===== src/rtl/mcm_pkg.sv =====
// ----------------------------------------------------------------------------
// mcm_pkg
// Shared types, constants and saturating helpers for the level-1 MOSFET
// companion model evaluator.
// ----------------------------------------------------------------------------
package mcm_pkg;

    // Fixed-point format of every value in the datapath
    localparam int VALUE_WIDTH   = 48;
    localparam int FRACTION_BITS = 32;

    // Configuration port geometry
    localparam int CFG_INDEX_WIDTH = 3;
    localparam int CFG_DATA_WIDTH  = 48;
    localparam int VTH_WIDTH       = 48;
    localparam int GAIN_WIDTH      = 47;
    localparam int CLAMP_WIDTH     = VALUE_WIDTH + CFG_DATA_WIDTH;

    typedef logic signed [VALUE_WIDTH-1:0] t_value;

    localparam t_value VMAX = {1'b0, {(VALUE_WIDTH - 1){1'b1}}};
    localparam t_value VMIN = {1'b1, {(VALUE_WIDTH - 1){1'b0}}};
    // 1.0, or the largest value when 1.0 does not fit the format
    localparam t_value UNITY = (FRACTION_BITS >= VALUE_WIDTH - 1) ? VMAX :
                               t_value'(64'd1 << FRACTION_BITS);

    typedef enum logic [1:0] {
        REG_CUTOFF = 2'd0,
        REG_CLAMP  = 2'd1,
        REG_LINEAR = 2'd2,
        REG_SAT    = 2'd3
    } t_region;

    typedef enum logic [CFG_INDEX_WIDTH-1:0] {
        CFG_POLARITY = 3'd0,
        CFG_VTH      = 3'd1,
        CFG_GAIN     = 3'd2,
        CFG_LAMBDA   = 3'd3
    } t_cfg_index;

    // Device settings as seen by the datapath
    typedef struct packed {
        logic   pol;
        t_value vth;
        t_value gain;
        t_value lambda;
    } t_cfg;

    // Bias point after region decode
    typedef struct packed {
        t_region region;
        t_value  vds;
        t_value  vgst;
        t_value  d;
    } t_front;

    // Saturating add
    function automatic t_value f_sadd(input t_value a, input t_value b);
        logic signed [VALUE_WIDTH:0] s;
        s = {a[VALUE_WIDTH-1], a} + {b[VALUE_WIDTH-1], b};
        if (s[VALUE_WIDTH] != s[VALUE_WIDTH-1]) begin
            return s[VALUE_WIDTH] ? VMIN : VMAX;
        end
        return t_value'(s[VALUE_WIDTH-1:0]);
    endfunction

    // Saturating subtract
    function automatic t_value f_ssub(input t_value a, input t_value b);
        logic signed [VALUE_WIDTH:0] s;
        s = {a[VALUE_WIDTH-1], a} - {b[VALUE_WIDTH-1], b};
        if (s[VALUE_WIDTH] != s[VALUE_WIDTH-1]) begin
            return s[VALUE_WIDTH] ? VMIN : VMAX;
        end
        return t_value'(s[VALUE_WIDTH-1:0]);
    endfunction

    // Clamp a wide register value into the value range
    function automatic t_value f_clamp_cfg(input logic signed [CLAMP_WIDTH-1:0] x);
        if (x > CLAMP_WIDTH'(VMAX)) begin
            return VMAX;
        end
        if (x < CLAMP_WIDTH'(VMIN)) begin
            return VMIN;
        end
        return t_value'(x);
    endfunction

endpackage


===== src/rtl/mcm_front.sv =====
// ----------------------------------------------------------------------------
// mcm_front
// First two pipeline stages: overdrive voltage and cutoff/clamp test, then
// linear/saturation decision and Vgst - Vds.
// ----------------------------------------------------------------------------
module mcm_front import mcm_pkg::*; (
    input  logic   i_clk,
    input  logic   i_en1,
    input  logic   i_en2,
    input  t_cfg   i_cfg,
    input  t_value i_vgs,
    input  t_value i_vds,
    output t_front o_front
);

    typedef struct packed {
        logic   cut;
        logic   clamp;
        t_value vds;
        t_value vgst;
    } t_bias;

    t_bias  n_s1;
    t_bias  r_s1;
    t_front n_s2;
    t_front r_s2;
    logic   w_lin;

    // Stage 1: overdrive and early region tests
    always_comb begin
        n_s1.cut   = i_cfg.pol ? (i_vgs >= i_cfg.vth) : (i_vgs <= i_cfg.vth);
        n_s1.clamp = i_cfg.pol ? (!i_vds[VALUE_WIDTH-1] && (i_vds != '0))
                               : i_vds[VALUE_WIDTH-1];
        n_s1.vds   = i_vds;
        n_s1.vgst  = f_ssub(i_vgs, i_cfg.vth);
    end

    // Stage 2: final region and Vgst - Vds
    always_comb begin
        w_lin = i_cfg.pol ? (r_s1.vds >= r_s1.vgst) : (r_s1.vds <= r_s1.vgst);
        if (r_s1.cut) begin
            n_s2.region = REG_CUTOFF;
        end else if (r_s1.clamp) begin
            n_s2.region = REG_CLAMP;
        end else if (w_lin) begin
            n_s2.region = REG_LINEAR;
        end else begin
            n_s2.region = REG_SAT;
        end
        n_s2.vds  = r_s1.vds;
        n_s2.vgst = r_s1.vgst;
        n_s2.d    = f_ssub(r_s1.vgst, r_s1.vds);
    end

    always_ff @(posedge i_clk) begin
        if (i_en1) begin
            r_s1 <= n_s1;
        end
        if (i_en2) begin
            r_s2 <= n_s2;
        end
    end

    assign o_front = r_s2;

endmodule


===== config.mk =====
export PLATFORM = sky130hd
export DESIGN_NAME = mcm_front
export DESIGN_NICKNAME = d
export VERILOG_FILES = /design/src/rtl/mcm_pkg.sv /design/src/rtl/mcm_front.sv
export SDC_FILE = /design/constraint.sdc
export NUM_CORES = 1
export LEC_CHECK = 0
export BUFFER_PORTS_ARGS = -buffer_cell sky130_fd_sc_hd__buf_2
export CORE_ASPECT_RATIO = 0.8
export CORE_MARGIN = 4
export CORE_UTILIZATION = 58
export DETAILED_ROUTE_END_ITERATION = 7
export HOLD_SLACK_MARGIN = 0.08
export PLACE_DENSITY = 0.95
export SLEW_MARGIN = 15
export SYNTH_ARGS = -nofsm -noshare
export SYNTH_HDL_FRONTEND = slang
export SYNTH_SLANG_ARGS = --single-unit

===== constraint.sdc =====
create_clock -name i_clk -period 9.5 [get_ports i_clk]
set_clock_uncertainty 0.1 [all_clocks]
set_input_delay 1.9 -clock i_clk [delete_from_list [all_inputs] [get_ports i_clk]]
set_output_delay 1.9 -clock i_clk [all_outputs]
set_load 0.05 [all_outputs]

# Word level (Yosys, flattened, before mapping)
# Index checks and enable logic that the tools add are counted.
# totals
word_cells	34
input_bits	244
out_inout_bits	146
register_bits	244
# op_classes
n_lt_le_gt_ge	4
muxes	13
n_addsub	2
eq_ne	2
reduce_logical	4
# op_table
op	count
$mux W48	6
$sub A48 B48 Y49	2
$ge A48 B48 Y1	2
$le A48 B48 Y1	2
$reduce_bool A48 Y1	1
$mux W1	7
$ne A1 B1 Y1	2
$reduce_or A2 Y1	1
$logic_and A1 B1 Y1	1
$logic_not A1 Y1	1

# Logic depth before layout (Yosys ltp)
# depth
depth_word	4
mapped_depth	15
ltp_nobuf	14

# Worst setup path after synthesis
# Ideal clock, no wire load.
# synth_path
kind	input to register
from	input port i_vgs[0]
to	register r_s1 (netlist bit n_s2[91]) (data pin)
path_buffers	1
arrival_time_ns	4.551
stages	15
setup_slack_ns	4.589
cell_sequence	inv_1 ha_1 inv_1 fa_1 a211oi_1 o21a_1 o21bai_1 a221o_1 a21oi_4 o21ai_1 nor2_1 and2_2 mux2_4 buf_6 o21ai_1
# synth_rtl
element	line	source
start: declaration	mcm_front.sv:11	input t_value i_vgs,
end signal: assignment	mcm_front.sv:57	r_s1 <= n_s1;
end: declaration	mcm_front.sv:24	t_bias r_s1;

==> results.sh <==
export IMPL_run_status="finished, final reports clean"
export IMPL_multiInputGateArea_mm2=0.006087
export IMPL_slowest_stage="mux2i_4"
export IMPL_dpl_cell_area_mm2=0.01577
export IMPL_postLayoutCoreUtil_pct=69.59
export IMPL_fp_coreArea_mm2=0.02365
export IMPL_grt_first_pass_wirelength_um=57210
export IMPL_sum_of_buffers_and_inverters_on_the_critical_path=3
export IMPL_finalWirelength_um=37560
export IMPL_numClockSinks=244
export IMPL_synth_mux_area_fraction_pct=0.4876
export IMPL_worst_endpoint_required_ps=9590
export IMPL_htree_levels=1
export IMPL_yosys_cell_types_count=73
export IMPL_via_count_of_the_first_global_routing_pass=10690
export IMPL_maxcap_viol_count=0
export IMPL_r2r_slack_ps=5280
export IMPL_share_clk_of_total_power_pct=21.3
export IMPL_detail_route_iter0_violations=1281
export IMPL_starting_utilization_of_the_core_area_pct=59.68
export IMPL_setup_worst_path_class="in -> reg"
export IMPL_drt_pre_antenna_iters=5
export IMPL_grt_use_total_pct=26.64
export IMPL_r2r_end="o_front[7]$_DFFE_PP_"
export IMPL_ctsResizeCount=0
export IMPL_peak_supply_drop_mv=0.1237
export IMPL_hold_path_class="reg -> reg"
export IMPL_maximum_number_of_pins_on_one_net_before_global_route_repair=80
export IMPL_postSynthAreaPerCell_um2=10.81
export IMPL_ant_nets=0
export IMPL_worst_slew_margin_rel_pct=26.73
export IMPL_clk_path_buf_depth=3
export IMPL_power_per_cell_area_mw_per_mm2=244.6
export IMPL_internal_power_mw=2.426
export IMPL_finalNetCount=1923
export IMPL_post_route_drc_count=0
export IMPL_synth_adder_area_share_pct=9.043
export IMPL_synth_compound_area_share_pct=17.69
export IMPL_switching_power_mw=1.599
export IMPL_wl_per_cell_um=19.74
export IMPL_die_w_um=182.4
export IMPL_cp_endpoint="n_s2[50]$_DFFE_PP_"
export IMPL_syn_area_mm2=0.01411
export IMPL_power_frac_seq_pct=38.7
export IMPL_share_of_cells_above_drive_strength_1_pct=22.14
export IMPL_clkSlewWorstSetupHoldPaths_ps=60
export IMPL_period_minus_slack_ps=5478
export IMPL_final_hold_violation_count=0
export IMPL_crit_chain="buf_2, inv_1, ha_1, inv_1, fa_1, a211oi_1, o21a_1, o21bai_1, a221o_1, a21oi_4, o21ai_1, nor2_1, nor2_2, mux2i_4, o21ai_0"
export IMPL_cellLeakagePower_nw=7.065
export IMPL_gp_congestion=0.9357
export IMPL_chip_height_um=147.5
export IMPL_synthArstFlopShare_pct=0
export IMPL_path_common_cell="inv_1"
export IMPL_cts_hold_buffers=0
export IMPL_row_count=50
export IMPL_synth_warnings=0
export IMPL_via_count=11250
export IMPL_via_density=5.911
export IMPL_timing_reg2reg_worst_path_depth=11
export IMPL_mappedNetlistNets=1650
export IMPL_tritoncts="yes"
export IMPL_fin_total_pwr_mw=4.025
export IMPL_timing_rr_start="n_s2[52]$_DFFE_PP_"
export IMPL_max_clock_freq_mhz=182.5
export IMPL_synthCells=1306
export IMPL_power_combinational_fraction_pct=40.0
export IMPL_tightest_slew_ps=1076
export IMPL_postCtsSetupBuffers=0
export IMPL_yosys_register_bits=244
export IMPL_cts_buffers=23
export IMPL_setup_viol=0
export IMPL_final_seq_area_mm2=0.007327
export IMPL_grt_setup_unrepaired="no"
export IMPL_areaGrowthSynthToFinish_pct=16.60
export IMPL_initial_antenna_violation_count=1
export IMPL_finalSetupTns_ps=0
export IMPL_io_pins=390
export IMPL_cts_root_buf="clkbuf_16"
export IMPL_timing_final_crit_share_pct=57.67
export IMPL_swShare_pct=39.73
export IMPL_synth_ff_type="edfxtp_1"
export IMPL_die_area_mm2=0.02691
export IMPL_synth_edff_count=244
export IMPL_clk_latency_worst_skew_pair_ps=510
export IMPL_yosys_area_share_xor_xnor_pct=5.709
export IMPL_path_delay_family="compound AO/OA/AOI/OAI gates"
export IMPL_critical_path_startpoint="i_vgs[0]"
export IMPL_total_number_of_cells_along_the_worst_setup_path=15
export IMPL_timing_critical_path_to_type="flip-flop"
export IMPL_main_combinational_cell_family_by_area_after_synthesis="compound AO/OA/AOI/OAI gates"
export IMPL_synth_simple_area_share_pct=10.20
export IMPL_cp_arrival_ps=5570
export IMPL_synth_sequential_area_ratio_pct=51.91
export IMPL_worst_setup_path_start_kind="primary input"
export IMPL_layout_cell_area_non_filler_mm2=0.01646
export IMPL_hpwlAfterDp_um=29760
export IMPL_peak_per_stage_delay_on_the_critical_path_ps=820
export IMPL_portBuffers=293
export IMPL_timing_critical_path_fanout_max=46
export IMPL_slew_violations=0
export IMPL_grt_overflow_total=0
export IMPL_fillCellCount=1726
[per-layer routing]
layer  track usage (%)  up-vias  wire length, um
met2             42.81      615            17310
met4             8.777        0             1297
li1                  -     5372                -
met1             38.12     5187            15550
met3             3.247       75             3399
met5                 0        -                0
[sequential cells by signal, summed over array words and instances (netlist names)]
register and cells:
n_s2 96, o_front 146, r_s1 2
[cell families (layout without fill, tap and decap cells)]
family	count (synthesis)	after routing
adder cells (fa/ha/maj)	101	101
buffers and inverters	172	456
flip-flops	244	244
AND/OR/NAND/NOR	285	285
XOR/XNOR	92	92
AO/OA/AOI/OAI	407	407
other	0	1
multiplexers	5	5
[power groups by stage]
stage | sequential [mW] | combinational (mW) | clock (mW)
6_report | 1.56 | 1.61 | 0.859
5_1_grt | 1.57 | 1.74 | 0.922
4_1_cts | 1.56 | 1.60 | 0.868
3_5_place_dp | 1.58 | 1.59 | 0
3_3_place_gp | 1.57 | 1.56 | 0
2_1_floorplan | 1.99 | 0.764 | 0
[worst register-to-register path: stages, from the launching register on]
cell      delay (ps)
edfxtp_1         470
ha_1             400
nand2_1          130
a211oi_1         340
o31ai_1          190
a21oi_1          400
a31oi_2          210
o31ai_2          400
nor4b_1          130
nor3b_2          440
nand2_2          520
a21oi_1          320
[synth_stat cells, types with 3 or more instances]
cell type  count  share of area (%)
nor2_1        57                1.5
a41oi_1        4               0.25
and3_1        11               0.49
a311oi_1       3               0.19
nand2b_1      12               0.53
edfxtp_1     244                 52
nor2b_1        8               0.35
buf_2         17               0.60
o21a_1         8               0.43
o211ai_1       7               0.37
nor3_1        14               0.50
a211oi_1       8               0.43
clkbuf_1      25               0.66
a21oi_1      124                4.4
o211a_1        4               0.28
a21o_1        42                2.2
o221ai_1       4               0.25
nand2_1       75                2.0
nor4_1        17               0.75
a31oi_1        5               0.22
nand3_1       28               0.99
o21ai_1       66                2.3
buf_6          4               0.32
inv_1        124                3.3
a21boi_0       6               0.32
nand4_1       33                1.5
o21ai_0       72                2.6
o21bai_1      20                1.1
xor2_1        46                2.9
o31ai_1       10               0.53
and2_1         9               0.40
xnor2_1       46                2.9
ha_1          98                8.7
[layout by cell type, fill, tap and decap left out, drive strengths merged, types with 16 or more instances in the layout]
cell / n
o21ai: 138
buf: 296
xnor2: 46
nor2: 59
a21o: 42
clkbuf: 25
nor3: 16
edfxtp: 244
nand2: 76
nor4: 18
xor2: 46
a21oi: 126
nand4: 33
o21bai: 20
nand3: 28
ha: 98
inv: 124
[metrics by stage]
| step | setup slack [ps] | std cells | hold WS (ps) |
|---|---|---|---|
| after floorplan | 4589 | 1306 | 326.4 |
| after global placement | 3676 | 1866 | 330.8 |
| after detailed placement | 3586 | 1866 | 331.8 |
| after CTS | 4103 | 1902 | 345.8 |
| after global routing | 3794 | 1902 | 358.4 |
| final | 4022 | 1903 | 345.7 |
[final cells by class]
| class | instances | area share, % |
|---|---|---|
| Antenna cell | 1 | 0.01521 |
| Clock buffer | 25 | 3.543 |
| Clock inverter | 11 | 0.6310 |
| Inverter | 124 | 2.828 |
| Multi-Input combinational cell | 890 | 36.99 |
| Sequential cell | 244 | 44.52 |
| Tap cell | 312 | 2.372 |
| Timing Repair Buffer | 296 | 9.101 |
[worst min path at each step]
stage,from,endpoint,slack [ps],cells after the start
floorplan,n_s2[100]$_DFFE_PP_,o_front[100]$_DFFE_PP_,330,0
global placement,n_s2[127]$_DFFE_PP_,o_front[127]$_DFFE_PP_,330,0
detailed placement,n_s2[99]$_DFFE_PP_,o_front[99]$_DFFE_PP_,330,0
CTS,n_s2[99]$_DFFE_PP_,o_front[99]$_DFFE_PP_,350,0
global route,n_s2[99]$_DFFE_PP_,o_front[99]$_DFFE_PP_,360,0
finish,n_s2[99]$_DFFE_PP_,o_front[99]$_DFFE_PP_,350,0
(Power assumes the default switching activity.)
