$ cat src/rtl/mcm_pkg.sv
// ----------------------------------------------------------------------------
// mcm_pkg
// Shared types, constants and saturating helpers for the level-1 MOSFET
// companion model evaluator.
// ----------------------------------------------------------------------------
package mcm_pkg;

    // Fixed-point format of every value in the datapath
    localparam int VALUE_WIDTH   = 48;
    localparam int FRACTION_BITS = 32;

    // Configuration port geometry
    localparam int CFG_INDEX_WIDTH = 3;
    localparam int CFG_DATA_WIDTH  = 48;
    localparam int VTH_WIDTH       = 48;
    localparam int GAIN_WIDTH      = 47;
    localparam int CLAMP_WIDTH     = VALUE_WIDTH + CFG_DATA_WIDTH;

    typedef logic signed [VALUE_WIDTH-1:0] t_value;

    localparam t_value VMAX = {1'b0, {(VALUE_WIDTH - 1){1'b1}}};
    localparam t_value VMIN = {1'b1, {(VALUE_WIDTH - 1){1'b0}}};
    // 1.0, or the largest value when 1.0 does not fit the format
    localparam t_value UNITY = (FRACTION_BITS >= VALUE_WIDTH - 1) ? VMAX :
                               t_value'(64'd1 << FRACTION_BITS);

    typedef enum logic [1:0] {
        REG_CUTOFF = 2'd0,
        REG_CLAMP  = 2'd1,
        REG_LINEAR = 2'd2,
        REG_SAT    = 2'd3
    } t_region;

    typedef enum logic [CFG_INDEX_WIDTH-1:0] {
        CFG_POLARITY = 3'd0,
        CFG_VTH      = 3'd1,
        CFG_GAIN     = 3'd2,
        CFG_LAMBDA   = 3'd3
    } t_cfg_index;

    // Device settings as seen by the datapath
    typedef struct packed {
        logic   pol;
        t_value vth;
        t_value gain;
        t_value lambda;
    } t_cfg;

    // Bias point after region decode
    typedef struct packed {
        t_region region;
        t_value  vds;
        t_value  vgst;
        t_value  d;
    } t_front;

    // Saturating add
    function automatic t_value f_sadd(input t_value a, input t_value b);
        logic signed [VALUE_WIDTH:0] s;
        s = {a[VALUE_WIDTH-1], a} + {b[VALUE_WIDTH-1], b};
        if (s[VALUE_WIDTH] != s[VALUE_WIDTH-1]) begin
            return s[VALUE_WIDTH] ? VMIN : VMAX;
        end
        return t_value'(s[VALUE_WIDTH-1:0]);
    endfunction

    // Saturating subtract
    function automatic t_value f_ssub(input t_value a, input t_value b);
        logic signed [VALUE_WIDTH:0] s;
        s = {a[VALUE_WIDTH-1], a} - {b[VALUE_WIDTH-1], b};
        if (s[VALUE_WIDTH] != s[VALUE_WIDTH-1]) begin
            return s[VALUE_WIDTH] ? VMIN : VMAX;
        end
        return t_value'(s[VALUE_WIDTH-1:0]);
    endfunction

    // Clamp a wide register value into the value range
    function automatic t_value f_clamp_cfg(input logic signed [CLAMP_WIDTH-1:0] x);
        if (x > CLAMP_WIDTH'(VMAX)) begin
            return VMAX;
        end
        if (x < CLAMP_WIDTH'(VMIN)) begin
            return VMIN;
        end
        return t_value'(x);
    endfunction

endpackage

$ cat src/rtl/mcm_cfg.sv
// ----------------------------------------------------------------------------
// mcm_cfg
// Device setting registers: polarity, threshold, gain and lambda, written
// through a valid/ready port and clamped into the value range.
// ----------------------------------------------------------------------------
module mcm_cfg import mcm_pkg::*; (
    input  logic                       i_clk,
    input  logic                       i_rst_n,
    input  logic                       i_cfg_valid,
    output logic                       o_cfg_ready,
    input  logic [CFG_INDEX_WIDTH-1:0] i_cfg_index,
    input  logic [CFG_DATA_WIDTH-1:0]  i_cfg_data,
    output t_cfg                       o_cfg
);

    t_cfg r_cfg;
    t_cfg n_cfg;

    // Decode the write transaction
    always_comb begin
        n_cfg = r_cfg;
        if (i_cfg_valid) begin
            case (i_cfg_index)
                CFG_POLARITY: n_cfg.pol = i_cfg_data[0];
                CFG_VTH: n_cfg.vth =
                    f_clamp_cfg(CLAMP_WIDTH'(signed'(i_cfg_data[VTH_WIDTH-1:0])));
                CFG_GAIN: n_cfg.gain =
                    f_clamp_cfg(CLAMP_WIDTH'(i_cfg_data[GAIN_WIDTH-1:0]));
                CFG_LAMBDA: n_cfg.lambda =
                    f_clamp_cfg(CLAMP_WIDTH'(i_cfg_data[GAIN_WIDTH-1:0]));
                default: n_cfg = r_cfg;
            endcase
        end
    end

    always_ff @(posedge i_clk) begin
        if (!i_rst_n) begin
            r_cfg <= '0;
        end else begin
            r_cfg <= n_cfg;
        end
    end

    assign o_cfg_ready = 1'b1;
    assign o_cfg       = r_cfg;

endmodule

$ cat config.mk
export PLATFORM = sky130hd
export DESIGN_NAME = mcm_cfg
export DESIGN_NICKNAME = d
export VERILOG_FILES = /design/src/rtl/mcm_pkg.sv /design/src/rtl/mcm_cfg.sv
export SDC_FILE = /design/constraint.sdc
export NUM_CORES = 1
export LEC_CHECK = 0
export BUFFER_PORTS_ARGS = -buffer_cell sky130_fd_sc_hd__buf_2
export CELL_PAD_IN_SITES_DETAIL_PLACEMENT = 0
export CELL_PAD_IN_SITES_GLOBAL_PLACEMENT = 1
export CORE_ASPECT_RATIO = 1.75
export CORE_MARGIN = 3
export CORE_UTILIZATION = 39
export CTS_CLUSTER_DIAMETER = 100
export CTS_CLUSTER_SIZE = 28
export DETAILED_ROUTE_END_ITERATION = 16
export PLACE_DENSITY_LB_ADDON = 0.2
export SLEW_MARGIN = 30
export SYNTH_ARGS = -nofsm -noshare
export SYNTH_HDL_FRONTEND = slang
export SYNTH_SLANG_ARGS = --single-unit
export TNS_END_PERCENT = 5
$ cat constraint.sdc
create_clock -name i_clk -period 1.8 [get_ports i_clk]
set_clock_uncertainty 0.15 [all_clocks]
set_input_delay 0 -clock i_clk [delete_from_list [all_inputs] [get_ports i_clk]]
set_output_delay 0 -clock i_clk [all_outputs]
set_load 0.02 [all_outputs]
# --- Yosys cells after proc, flatten, opt, wreduce, memory -nomap -nowiden ---
# Cells that the tools add are included.
# Widths: inputs -> output; s select.
totals:
  reg_bits: 143
  input_bits: 54
  wordCells: 25
op_classes:
  muxes: 11
  n_eq_ne: 3
  reduce_logical: 5
  n_lt_le_gt_ge: 2
ops:
  columns: ["op", "n"]
  rows:
  - ["$mux 48", 4]
  - ["$gt 48x48->1 const B", 1]
  - ["$lt 48x48->1 const B", 1]
  - ["$reduce_and 2->1", 4]
  - ["$mux 1", 7]
  - ["$eq 3x2->1 const B", 2]
  - ["$eq 3x1->1 const B", 1]
  - ["$logic_not 3->1", 1]

# --- Depth between registers and ports, before layout ---
# Gate-level depths: netlist of the first run.
logic_depth:
  word_depth: 9
  ltp_mapped: 5
  mapped_depth_nobuf: 2

# --- Worst setup path after synthesis of the first run ---
# OpenSTA, ideal clock, no wires.
synth_timing:
  path_type: "input -> register"
  from: "input port i_cfg_index[2]"
  to: "register r_cfg, in the netlist o_cfg[64]"
  arrival_ns: 0.771
  path_buffers: 2
  cell_stages: 4
  setup_slack_ns: 0.807
  setup_time_ns: 0.072
  path_cell_list: "and4bb_1 -> buf_6 -> buf_6 -> mux2i_1"
synth_via:
  elab_chain_cells: 2
synth_lines:
  columns: ["item", "line_no", "source"]
  rows:
  - ["start, declared", "mcm_cfg.sv:11", "input logic [CFG_INDEX_WIDTH-1:0] i_cfg_index,"]
  - ["$eq 3x2->1", "mcm_cfg.sv:23", "case (i_cfg_index)"]
  - ["$reduce_and 2->1 (no source line)", null, null]
  - ["end signal, assigned", "mcm_cfg.sv:40", "r_cfg <= n_cfg;"]
  - ["end, declared", "mcm_cfg.sv:16", "t_cfg r_cfg;"]
# No other way between the ends.
# A chain may end at the register's enable or synchronous reset.

# --- Final worst setup path of the first run ---
layout_timing:
  from: "input port i_cfg_index[0]"
  to: "register r_cfg, in the netlist o_cfg[40]"
# The elaborated chain is that of the path after synthesis.

==> run_results.csv, run 1 <==
group,metric,value,unit
global_routing,antenna_found_initial,0,
detailed_routing,wl_per_cell,15.8,µm
finish,drive_above_1_share,0.311,
pwr,seqPwrFrac,0.430,
die,die_area,0.0151,mm²
pwr,cellLeakagePower,0.00411,µW
status,status,"finished clean",
setup_path,critical_path_class,"input pin to register",
run,cap_violations,0,
global_routing,grtUsageTotal,0.198,
placed_design,pre_cts_slack,0.361,ns
synth,post_synth_xor_area_fraction,0,
clocking,insertion_delay,0.40,ns
detailed_routing,ant_nets,0,
setup_path,crit_path_top_delay_cell,"dlygate4sd3_1",
finish,syn_to_final_growth,46.8,%
detailed_routing,met1_length,5.83,mm
synth,seq_area_frac_synth,0.540,
synth,synth-compound-area-share,0,
die,floorplan.initialDensity,0.403,
placed_design,gp_congestion,0.820,
setup_path,path_buf_inv,4,
pwr,p_switching,1720,µW
timing,min_period,1.66,ns
pwr,pwr-share-comb,0.084,
finish,multi_input_area,0.00222,mm²
setup_path,cp_top_family,"buffers and inverters",
synth,synthAdderAreaFrac,0,
finish,antenna-diode-count,0,
synth,yosysWarnings,0,
min_path,hp-start,"i_rst_n",
clocking,clock_path_buffers,2,
timing,setup_viol,0,
clocking,cts_root_buf,"clkbuf_16",
finish,layout_commonest_cell,"buf_2",
finish,ff_latch_area,0.00286,mm²
finish,fillers,1164,
timing,relSlewSlack,0.412,
timing,rsz0062_at_grt,"false",
setup_path,cp_max_fo,12,
setup_path,crit_path_end_kind,"register",
setup_path,required,1.94,ns
setup_path,worst_setup_path_start_kind,"input pin",
timing,final-max-slew-violation-count,0,
detailed_routing,drcViolationCount,0,
setup_path,worstPathCellList,"dlygate4sd3_1 > buf_2 > nand4b_1 > clkbuf_16 > mux2i_1 > dlygate4sd3_1",
detailed_routing,route.met3.wl,871,µm
pwr,power.internal,5880,µW
detailed_routing,drtPass1Iterations,4,
detailed_routing,initialDrtViolationCount,121,
finish,fin_nets,833,
pwr,power.density,977,mW/mm²
pwr,sw_frac_of_total,0.226,
timing,hold_viol_final,0,
die,core_region_area,0.0131,mm²
timing,finalCritPeriodShare,0.920,
setup_path,path_common_cell,"dlygate4sd3_1",
detailed_routing,met2WireLength,8.05,mm
setup_path,r2r_start,"o_cfg[40]",
clocking,numCtsBuffers,17,
detailed_routing,highest_layer,"met4",
synth,synth_top_family_by_area,"multiplexers",
synth,synthesis.area,0.00530,mm²
global_routing,grt_max_degree,119,
finish,largest_reg_flops,143,
timing,worstMarginPinSlew,0.883,ns
die,die_width,94.1,µm
timing,max_freq,0.604,GHz
detailed_routing,via_per_inst,4.73,
finish,final_cell_mix,"195 x buf_2, 191 x nand2_1, 143 x mux2i_1, 143 x dfxtp_1, 60 x dlygate4sd3_1",
clocking,clkTransAtPathRegs,0.06,ns
synth,synthMuxAreaShare,0.270,
clocking,clkSinkCount,143,
detailed_routing,wl,15.2,mm
die,fp-row-count,55,
synth,synthDistinctLibCells,13,
synth,synthCells,523,
synth,ys_ff_latch,143,
timing,setup-tns-final,0,ns
synth,synthSimpleGateAreaFrac,0.143,
timing,setup_slack,0.144,ns
finish,finalCoreUtilization,0.592,
setup_path,startpoint,"i_cfg_index[0]",
placed_design,hpwl,9.55,mm
placed_design,io_buffers,196,
min_path,hold_path_class,"input pin to register",
clocking,htreeDepth,4,
global_routing,grt_pass1_wl,23.5,mm
detailed_routing,vias,4551,
global_routing,grt_pass1_vias,4597,
pwr,power_frac_clock,0.485,
setup_path,arrival,1.79,ns
die,ios,200,
global_routing,grt_overflow,0,
die,die_h,160,µm
clocking,tritoncts,"yes",
pwr,ir_drop,0.672,mV
synth,synth.avg_cell_area,10.1,µm²
setup_path,slowest_delay,0.55,ns
-- logic make-up (layout without fill, tap and decap cells) --
| family | count (synthesis) | after routing |
|---|---|---|
| buf+inv | 40 | 307 |
| other cells | 2 | 3 |
| flops | 143 | 143 |
| mux | 143 | 143 |
| simple gates | 195 | 195 |
-- cell type report --
class | instances | share of cell area
Clock buffer | 19 | 0.0569
Clock inverter | 12 | 0.0236
Multi-Input combinational cell | 341 | 0.285
Sequential cell | 143 | 0.368
Tap cell | 171 | 0.0275
Timing Repair Buffer | 276 | 0.239
-- cells in the mapped netlist --
| cell | number | area [µm²] |
|---|---|---|
| nand4bb_1 | 1 | 11.3 |
| and4bb_1 | 1 | 12.5 |
| conb_1 | 2 | 7.51 |
| buf_2 | 6 | 30.0 |
| mux2i_1 | 143 | 1430 |
| buf_1 | 3 | 11.3 |
| nand2_1 | 191 | 717 |
| buf_4 | 8 | 60.1 |
| nand4b_1 | 1 | 8.76 |
| clkbuf_1 | 16 | 60.1 |
| buf_6 | 7 | 78.8 |
| dfxtp_1 | 143 | 2860 |
| nor4b_1 | 1 | 8.76 |
-- per-layer routing --
metal / GRT usage / vias to the layer above
met4: 0.0999 / 0
met5: 0 / -
met2: 0.352 / 150
li1: - / 2230
met3: 0.0481 / 26
met1: 0.212 / 2145
-- through the flow --
step	hold slack [ns]	total power, µW	area, µm²	instances
after floorplan	-0.0112	3660	5300	524
after global placement	0.102	3850	6420	858
after detailed placement	0.102	3860	6420	858
after CTS	0.0358	7680	7690	952
after global routing	0.0699	7860	7780	962
final	0.0343	7600	7780	962
-- path summary, 6_finish.rpt --
kind	endpoint	slack, ns	cells past startpoint
worst min register to register	o_cfg[91]	0.30	2
worst max register to register	o_cfg[40]	0.51	3
worst min-delay path	o_cfg[94]	0.03	4
worst max-delay path	o_cfg[40]	0.14	6
-- power groups by stage --
stage	registers, µW	logic, µW	clock network [µW]
6_report	3270	640	3690
2_1_floorplan	3420	237	0
3_5_place_dp	3340	517	0
5_1_grt	3280	693	3890
3_3_place_gp	3340	509	0
4_1_cts	3270	630	3770
-- tightest hold or removal path, stage by stage --
cell and delay [ns]:
buf_4 0.13, buf_12 0.23, nand2_1 0.12, mux2i_1 0.05
-- timing repair --
item	CTS	global route
hold buffers	63	0
hold endpoints to repair	143	0
setup endpoints to repair	0	4
gates resized for setup	0	3
buffers inserted	0	8
No activity file was read; power rests on OpenSTA's default activity.
==> run 2: changes to the inputs <==
--- a/config.mk
+++ b/config.mk
@@ -6,7 +6,7 @@
 export NUM_CORES = 1
 export LEC_CHECK = 0
 export BUFFER_PORTS_ARGS = -buffer_cell sky130_fd_sc_hd__buf_2
-export CELL_PAD_IN_SITES_DETAIL_PLACEMENT = 0
+export CELL_PAD_IN_SITES_DETAIL_PLACEMENT = 1
 export CELL_PAD_IN_SITES_GLOBAL_PLACEMENT = 1
 export CORE_ASPECT_RATIO = 1.75
 export CORE_MARGIN = 3
@@ -14,7 +14,7 @@
 export CTS_CLUSTER_DIAMETER = 100
 export CTS_CLUSTER_SIZE = 28
 export DETAILED_ROUTE_END_ITERATION = 16
-export PLACE_DENSITY_LB_ADDON = 0.2
+export PLACE_DENSITY = 0.92
 export SLEW_MARGIN = 30
 export SYNTH_ARGS = -nofsm -noshare
 export SYNTH_HDL_FRONTEND = slang
==> run 2 against run 1 <==
Effect of this change: design area decreased by 3.8%; non-clock buffer count down 21; cell count fell by 2.1%; critical endpoint is now o_cfg[98]; die area unchanged; fmax down 3.8%; total power shrank 4.9%; hold slack improved by 0.24 ns; via count grew 2.8%; clock power is 10% lower; flip-flop and latch count unchanged.
==> run_results.csv, run 2 (same netlist as run 1, synthesis figures left out) <==
group,metric,value,unit
setup_path,cp_top_family,"buffers and inverters",
setup_path,r2r.worst_path.cells,2,
detailed_routing,drtPass1Iterations,4,
detailed_routing,wl,18.9,mm
detailed_routing,ant_nets,0,
die,fp-row-count,55,
finish,drive_above_1_share,0.303,
timing,max_freq,0.581,GHz
setup_path,crit_path_end_kind,"register",
die,floorplan.initialDensity,0.403,
setup_path,required,1.95,ns
setup_path,slowest_delay,0.54,ns
clocking,htreeDepth,4,
timing,finalCritPeriodShare,0.957,
global_routing,grtUsageTotal,0.255,
detailed_routing,via_per_inst,4.97,
setup_path,critical_path_class,"input pin to register",
die,ios,200,
setup_path,cp_max_fo,18,
clocking,clkSinkCount,143,
detailed_routing,vias,4679,
timing,rsz0062_at_grt,"false",
timing,hold_ws,0.278,ns
pwr,ir_drop,0.835,mV
die,die_h,160,µm
global_routing,grt_pass1_vias,5307,
clocking,clkTransAtPathRegs,0.06,ns
pwr,power.density,966,mW/mm²
setup_path,worstPathCellList,"dlygate4sd3_1 > buf_2 > nand4bb_4 > buf_12 > mux2i_1",
min_path,hold_path_class,"input pin to register",
detailed_routing,wl_per_cell,20.1,µm
setup_path,path_buf_inv,3,
timing,min_period,1.72,ns
clocking,post_cts.repair.setup_buffers,0,
setup_path,crit_path_top_delay_cell,"dlygate4sd3_1",
timing,relSlewSlack,0.659,
setup_path,cp_num_cells,5,
finish,largest_reg_flops,143,
clocking,numCtsBuffers,17,
global_routing,grt_max_degree,92,
clocking,cts_hold_buf,53,
clocking,tritoncts,"yes",
global_routing,antenna_found_initial,1,
pwr,cellLeakagePower,0.00395,µW
placed_design,gp_congestion,0.830,
detailed_routing,initialDrtViolationCount,138,
die,core_region_area,0.0131,mm²
finish,final_cell_mix,"195 x buf_2, 191 x nand2_1, 143 x mux2i_1, 143 x dfxtp_1, 53 x dlygate4sd3_1",
status,status,"finished clean",
min_path,whs_path_depth,4,
clocking,clock_path_buffers,2,
placed_design,io_buffers,196,
placed_design,hpwl,11.4,mm
setup_path,arrival,1.88,ns
timing,hold_viol_final,0,
timing,final-max-slew-violation-count,0,
setup_path,worst_setup_path_start_kind,"input pin",
finish,fin_nets,812,
timing,setup-tns-final,0,ns
run,cap_violations,0,
die,die_width,94.1,µm
global_routing,grt_overflow,0,
clocking,insertion_delay,0.41,ns
finish,syn_to_final_growth,41.2,%
die,die_area,0.0151,mm²
clocking,cts_root_buf,"clkbuf_16",
detailed_routing,drcViolationCount,0,
clocking,ctsResizeCount,0,
timing,setup_viol,0,
timing,worstMarginPinSlew,0.510,ns
global_routing,grt_pass1_wl,29.2,mm
finish,layout_commonest_cell,"buf_2",
==> run 2: cell count changes in the layout (fill, tap and decap cells not counted), sizes merged <==
cell          before  now
buf              213  202
bufinv             4    1
clkbuf            20   21
clkinv             4    6
clkinvlp           2    3
diode              0    1
dlygate4sd3       60   53
dlymetal6s4s       2    0
inv                2    0
==> run 2: cell type report <==
class | instances | area [µm²]
Clock inverter | 10 | 90.1
Tap cell | 171 | 214
Sequential cell | 143 | 2860
Multi-Input combinational cell | 341 | 2220
Timing Repair Buffer | 255 | 1630
Clock buffer | 21 | 460
Fill cell | 1485 | 5660
Antenna cell | 1 | 2.50
==> run 2: metal layers <==
layer  track usage  wire, µm  vias to the layer above
met5             0         0                        -
met4         0.174      1240                        0
met3        0.0570       788                       75
met2         0.476     10500                      169
met1         0.236      6360                     2257
li1              -         -                     2178
==> run 2: final timing paths <==
kind	start	to	slack [ns]
max reg2reg	o_cfg[124]	o_cfg[124]	0.84
max	i_cfg_index[2]	o_cfg[98]	0.08
min	i_cfg_data[47]	o_cfg[143]	0.28
min reg2reg	o_cfg[20]	o_cfg[20]	0.31
==> run 2: through the flow <==
stage / area [µm²] / instances / power (µW) / worst slack, ns / utilization
after floorplan: 5300 / 524 / 3660 / 0.807 / -
final: 7480 / 942 / 7230 / 0.0778 / 0.569
after global placement: 6400 / 857 / 3840 / 0.397 / 0.487
after detailed placement: 6400 / 857 / 3870 / 0.315 / 0.487
after global routing: 7480 / 942 / 7470 / 0.0166 / 0.569
after CTS: 7480 / 941 / 7230 / 0.194 / 0.569
==> run 2: report_power, final <==
part	internal [µW]	switching, µW	leakage, µW
Clock	1960	1360	0.000265
Sequential	3240	41.9	0.00116
Combinational	261	373	0.00253
==> run 2: worst reg2reg max path, stage by stage (launching register included) <==
cell,delay (ns)
dfxtp_1,0.38
nand2_1,0.08
mux2i_1,0.25
==> run 3: changes to the inputs <==
==> constraint.sdc (replaced) <==
create_clock -name i_clk -period 2.1 [get_ports i_clk]
set_clock_uncertainty 0.15 [all_clocks]
set_input_delay 0 -clock i_clk [delete_from_list [all_inputs] [get_ports i_clk]]
set_output_delay 0 -clock i_clk [all_outputs]
set_load 0.02 [all_outputs]
==> run 3 against run 2 <==
Effect of this change: via count rose by 0.45%; total power fell by 9.4%; wire length fell by 4.0%; setup slack better by 0.36 ns; non-clock buffer count is 1 lower; critical path type unchanged; critical endpoint is now o_cfg[136]; largest power group unchanged; highest routed layer unchanged.
==> run_results.csv, run 3 (same netlist as run 1, synthesis figures left out) <==
group,metric,value,unit
status,status,"finished clean",
pwr,power.density,870,mW/mm²
setup_path,arrival,1.84,ns
setup_path,r2r-end,"o_cfg[2]",
clocking,htreeDepth,4,
timing,finalCritPeriodShare,0.792,
timing,final-max-slew-violation-count,0,
timing,setup_viol,0,
global_routing,grtUsageTotal,0.245,
pwr,p_switching,1530,µW
pwr,seqPwrFrac,0.429,
detailed_routing,wl_per_cell,19.3,µm
clocking,clkSinkCount,143,
finish,fillers,1440,
timing,max_freq,0.601,GHz
setup_path,crit_path_end_kind,"register",
placed_design,gp_congestion,0.804,
finish,layout_commonest_cell,"buf_2",
detailed_routing,ant_nets,0,
run,cap_violations,0,
timing,relSlewSlack,0.426,
finish,largest_reg_flops,143,
pwr,cellLeakagePower,0.00396,µW
global_routing,grt_pass1_vias,5338,
pwr,ir_drop,0.511,mV
clocking,clock_path_buffers,2,
clocking,cts_root_buf,"clkbuf_16",
setup_path,required,2.28,ns
timing,worstMarginPinSlew,0.861,ns
setup_path,reg2reg_slack,1.17,ns
setup_path,r2r_start,"o_cfg[2]",
detailed_routing,drcViolationCount,0,
detailed_routing,initialDrtViolationCount,146,
finish,drive_above_1_share,0.304,
placed_design,io_buffers,196,
die,floorplan.initialDensity,0.403,
global_routing,grt_pass1_wl,28.0,mm
detailed_routing,wl,18.1,mm
setup_path,startpoint,"i_cfg_index[1]",
setup_path,endpoint,"o_cfg[136]",
min_path,hold_path_class,"input pin to register",
die,die_area,0.0151,mm²
timing,min_period,1.66,ns
finish,syn_to_final_growth,42.0,%
finish,antenna-diode-count,0,
setup_path,cp_num_cells,5,
setup_path,crit_path_top_delay_cell,"buf_4",
die,die_width,94.1,µm
timing,setup-tns-final,0,ns
die,fp-row-count,55,
setup_path,cp_top_family,"buffers and inverters",
placed_design,hpwl,11.5,mm
clocking,insertion_delay,0.41,ns
setup_path,path_buf_inv,3,
global_routing,grt_overflow,0,
pwr,finalPower,6550,µW
clocking,numCtsBuffers,17,
global_routing,antenna_found_initial,0,
timing,rsz0062_at_grt,"false",
setup_path,slowest_delay,0.66,ns
pwr,pwr-share-comb,0.081,
setup_path,critical_path_class,"input pin to register",
die,core_region_area,0.0131,mm²
setup_path,worst_setup_path_start_kind,"input pin",
global_routing,grt_max_degree,90,
detailed_routing,vias,4700,
clocking,tritoncts,"yes",
pwr,power_frac_clock,0.489,
finish,fin_nets,811,
setup_path,r2r.worst_path.cells,2,
clocking,clkTransAtPathRegs,0.06,ns
finish,final_cell_mix,"195 x buf_2, 191 x nand2_1, 143 x mux2i_1, 143 x dfxtp_1, 53 x dlygate4sd3_1",
timing,hold_viol_final,0,
pwr,sw_frac_of_total,0.234,
detailed_routing,drtPass1Iterations,4,
pwr,power.internal,5020,µW
detailed_routing,via_per_inst,4.99,
die,die_h,160,µm
die,ios,200,
setup_path,cp_max_fo,48,
setup_path,worstPathCellList,"dlygate4sd3_1 > buf_2 > nand4bb_4 > buf_4 > mux2i_1",
run 3: changes by cell type in the layout (fill, tap and decap cells not counted), sizes merged:
cell and change:
buf -1, clkinv -3, inv +2, clkbuf -2, diode -1, bufinv +3, clkinvlp +1
run 3: routing by layer:
layer	GRT usage	part of all wire	wire length [µm]	up-vias
li1	-	-	-	2178
met1	0.213	0.33	5940	2262
met2	0.469	0.56	10200	187
met3	0.0551	0.042	769	73
met4	0.173	0.067	1210	0
met5	0	0	0	-
run 3: power by group through the flow:
stage                     clock network, µW  logic [µW]  registers [µW]
final                                  3210         533            2810
after global routing                   3380         570            2820
after CTS                              3250         528            2810
after detailed placement                  0         447            2870
after global placement                    0         426            2860
after floorplan                           0         203            2930
run 3: worst min path at each step:
| stage | start | end | slack [ns] | cells past startpoint |
|---|---|---|---|---|
| floorplan | i_cfg_data[47] | o_cfg[143] | -0.01 | 2 |
| global placement | i_cfg_data[47] | o_cfg[143] | 0.10 | 3 |
| detailed placement | i_cfg_data[47] | o_cfg[143] | 0.15 | 3 |
| CTS | i_cfg_data[47] | o_cfg[143] | 0.24 | 4 |
| global route | i_cfg_data[47] | o_cfg[143] | 0.29 | 4 |
| finish | i_cfg_data[47] | o_cfg[143] | 0.27 | 4 |
run 3: metrics by stage:
step | utilization | setup WS (ns) | std cells | instance area, µm² | hold slack [ns]
after detailed placement | 0.485 | 0.562 | 856 | 6370 | 0.149
after global placement | 0.485 | 0.710 | 856 | 6370 | 0.104
after floorplan | - | 1.11 | 524 | 5300 | -0.0112
after CTS | 0.573 | 0.458 | 941 | 7530 | 0.240
after global routing | 0.573 | 0.363 | 941 | 7530 | 0.294
final | 0.573 | 0.437 | 941 | 7530 | 0.270
run 3: final cells by class:
cell class	instances	area (µm²)	share of cell area
flip-flops and latches	143	2860	0.380
repair buffers	254	1600	0.213
clock buffers	19	443	0.0588
multi-input cells	341	2220	0.295
clock inverters	13	186	0.0248
well taps	171	214	0.0284
run 3: repair_timing:
item                                   4_1_cts  5_1_grt
hold buffers                                53        0
endpoints found under the hold margin      143        0
buffers inserted                             0        0
resized for setup                            0        0
run 3: worst reg2reg max path: stages (launching register included):
cell and delay, ns:
dfxtp_1 0.37, nand2_1 0.07, mux2i_1 0.25
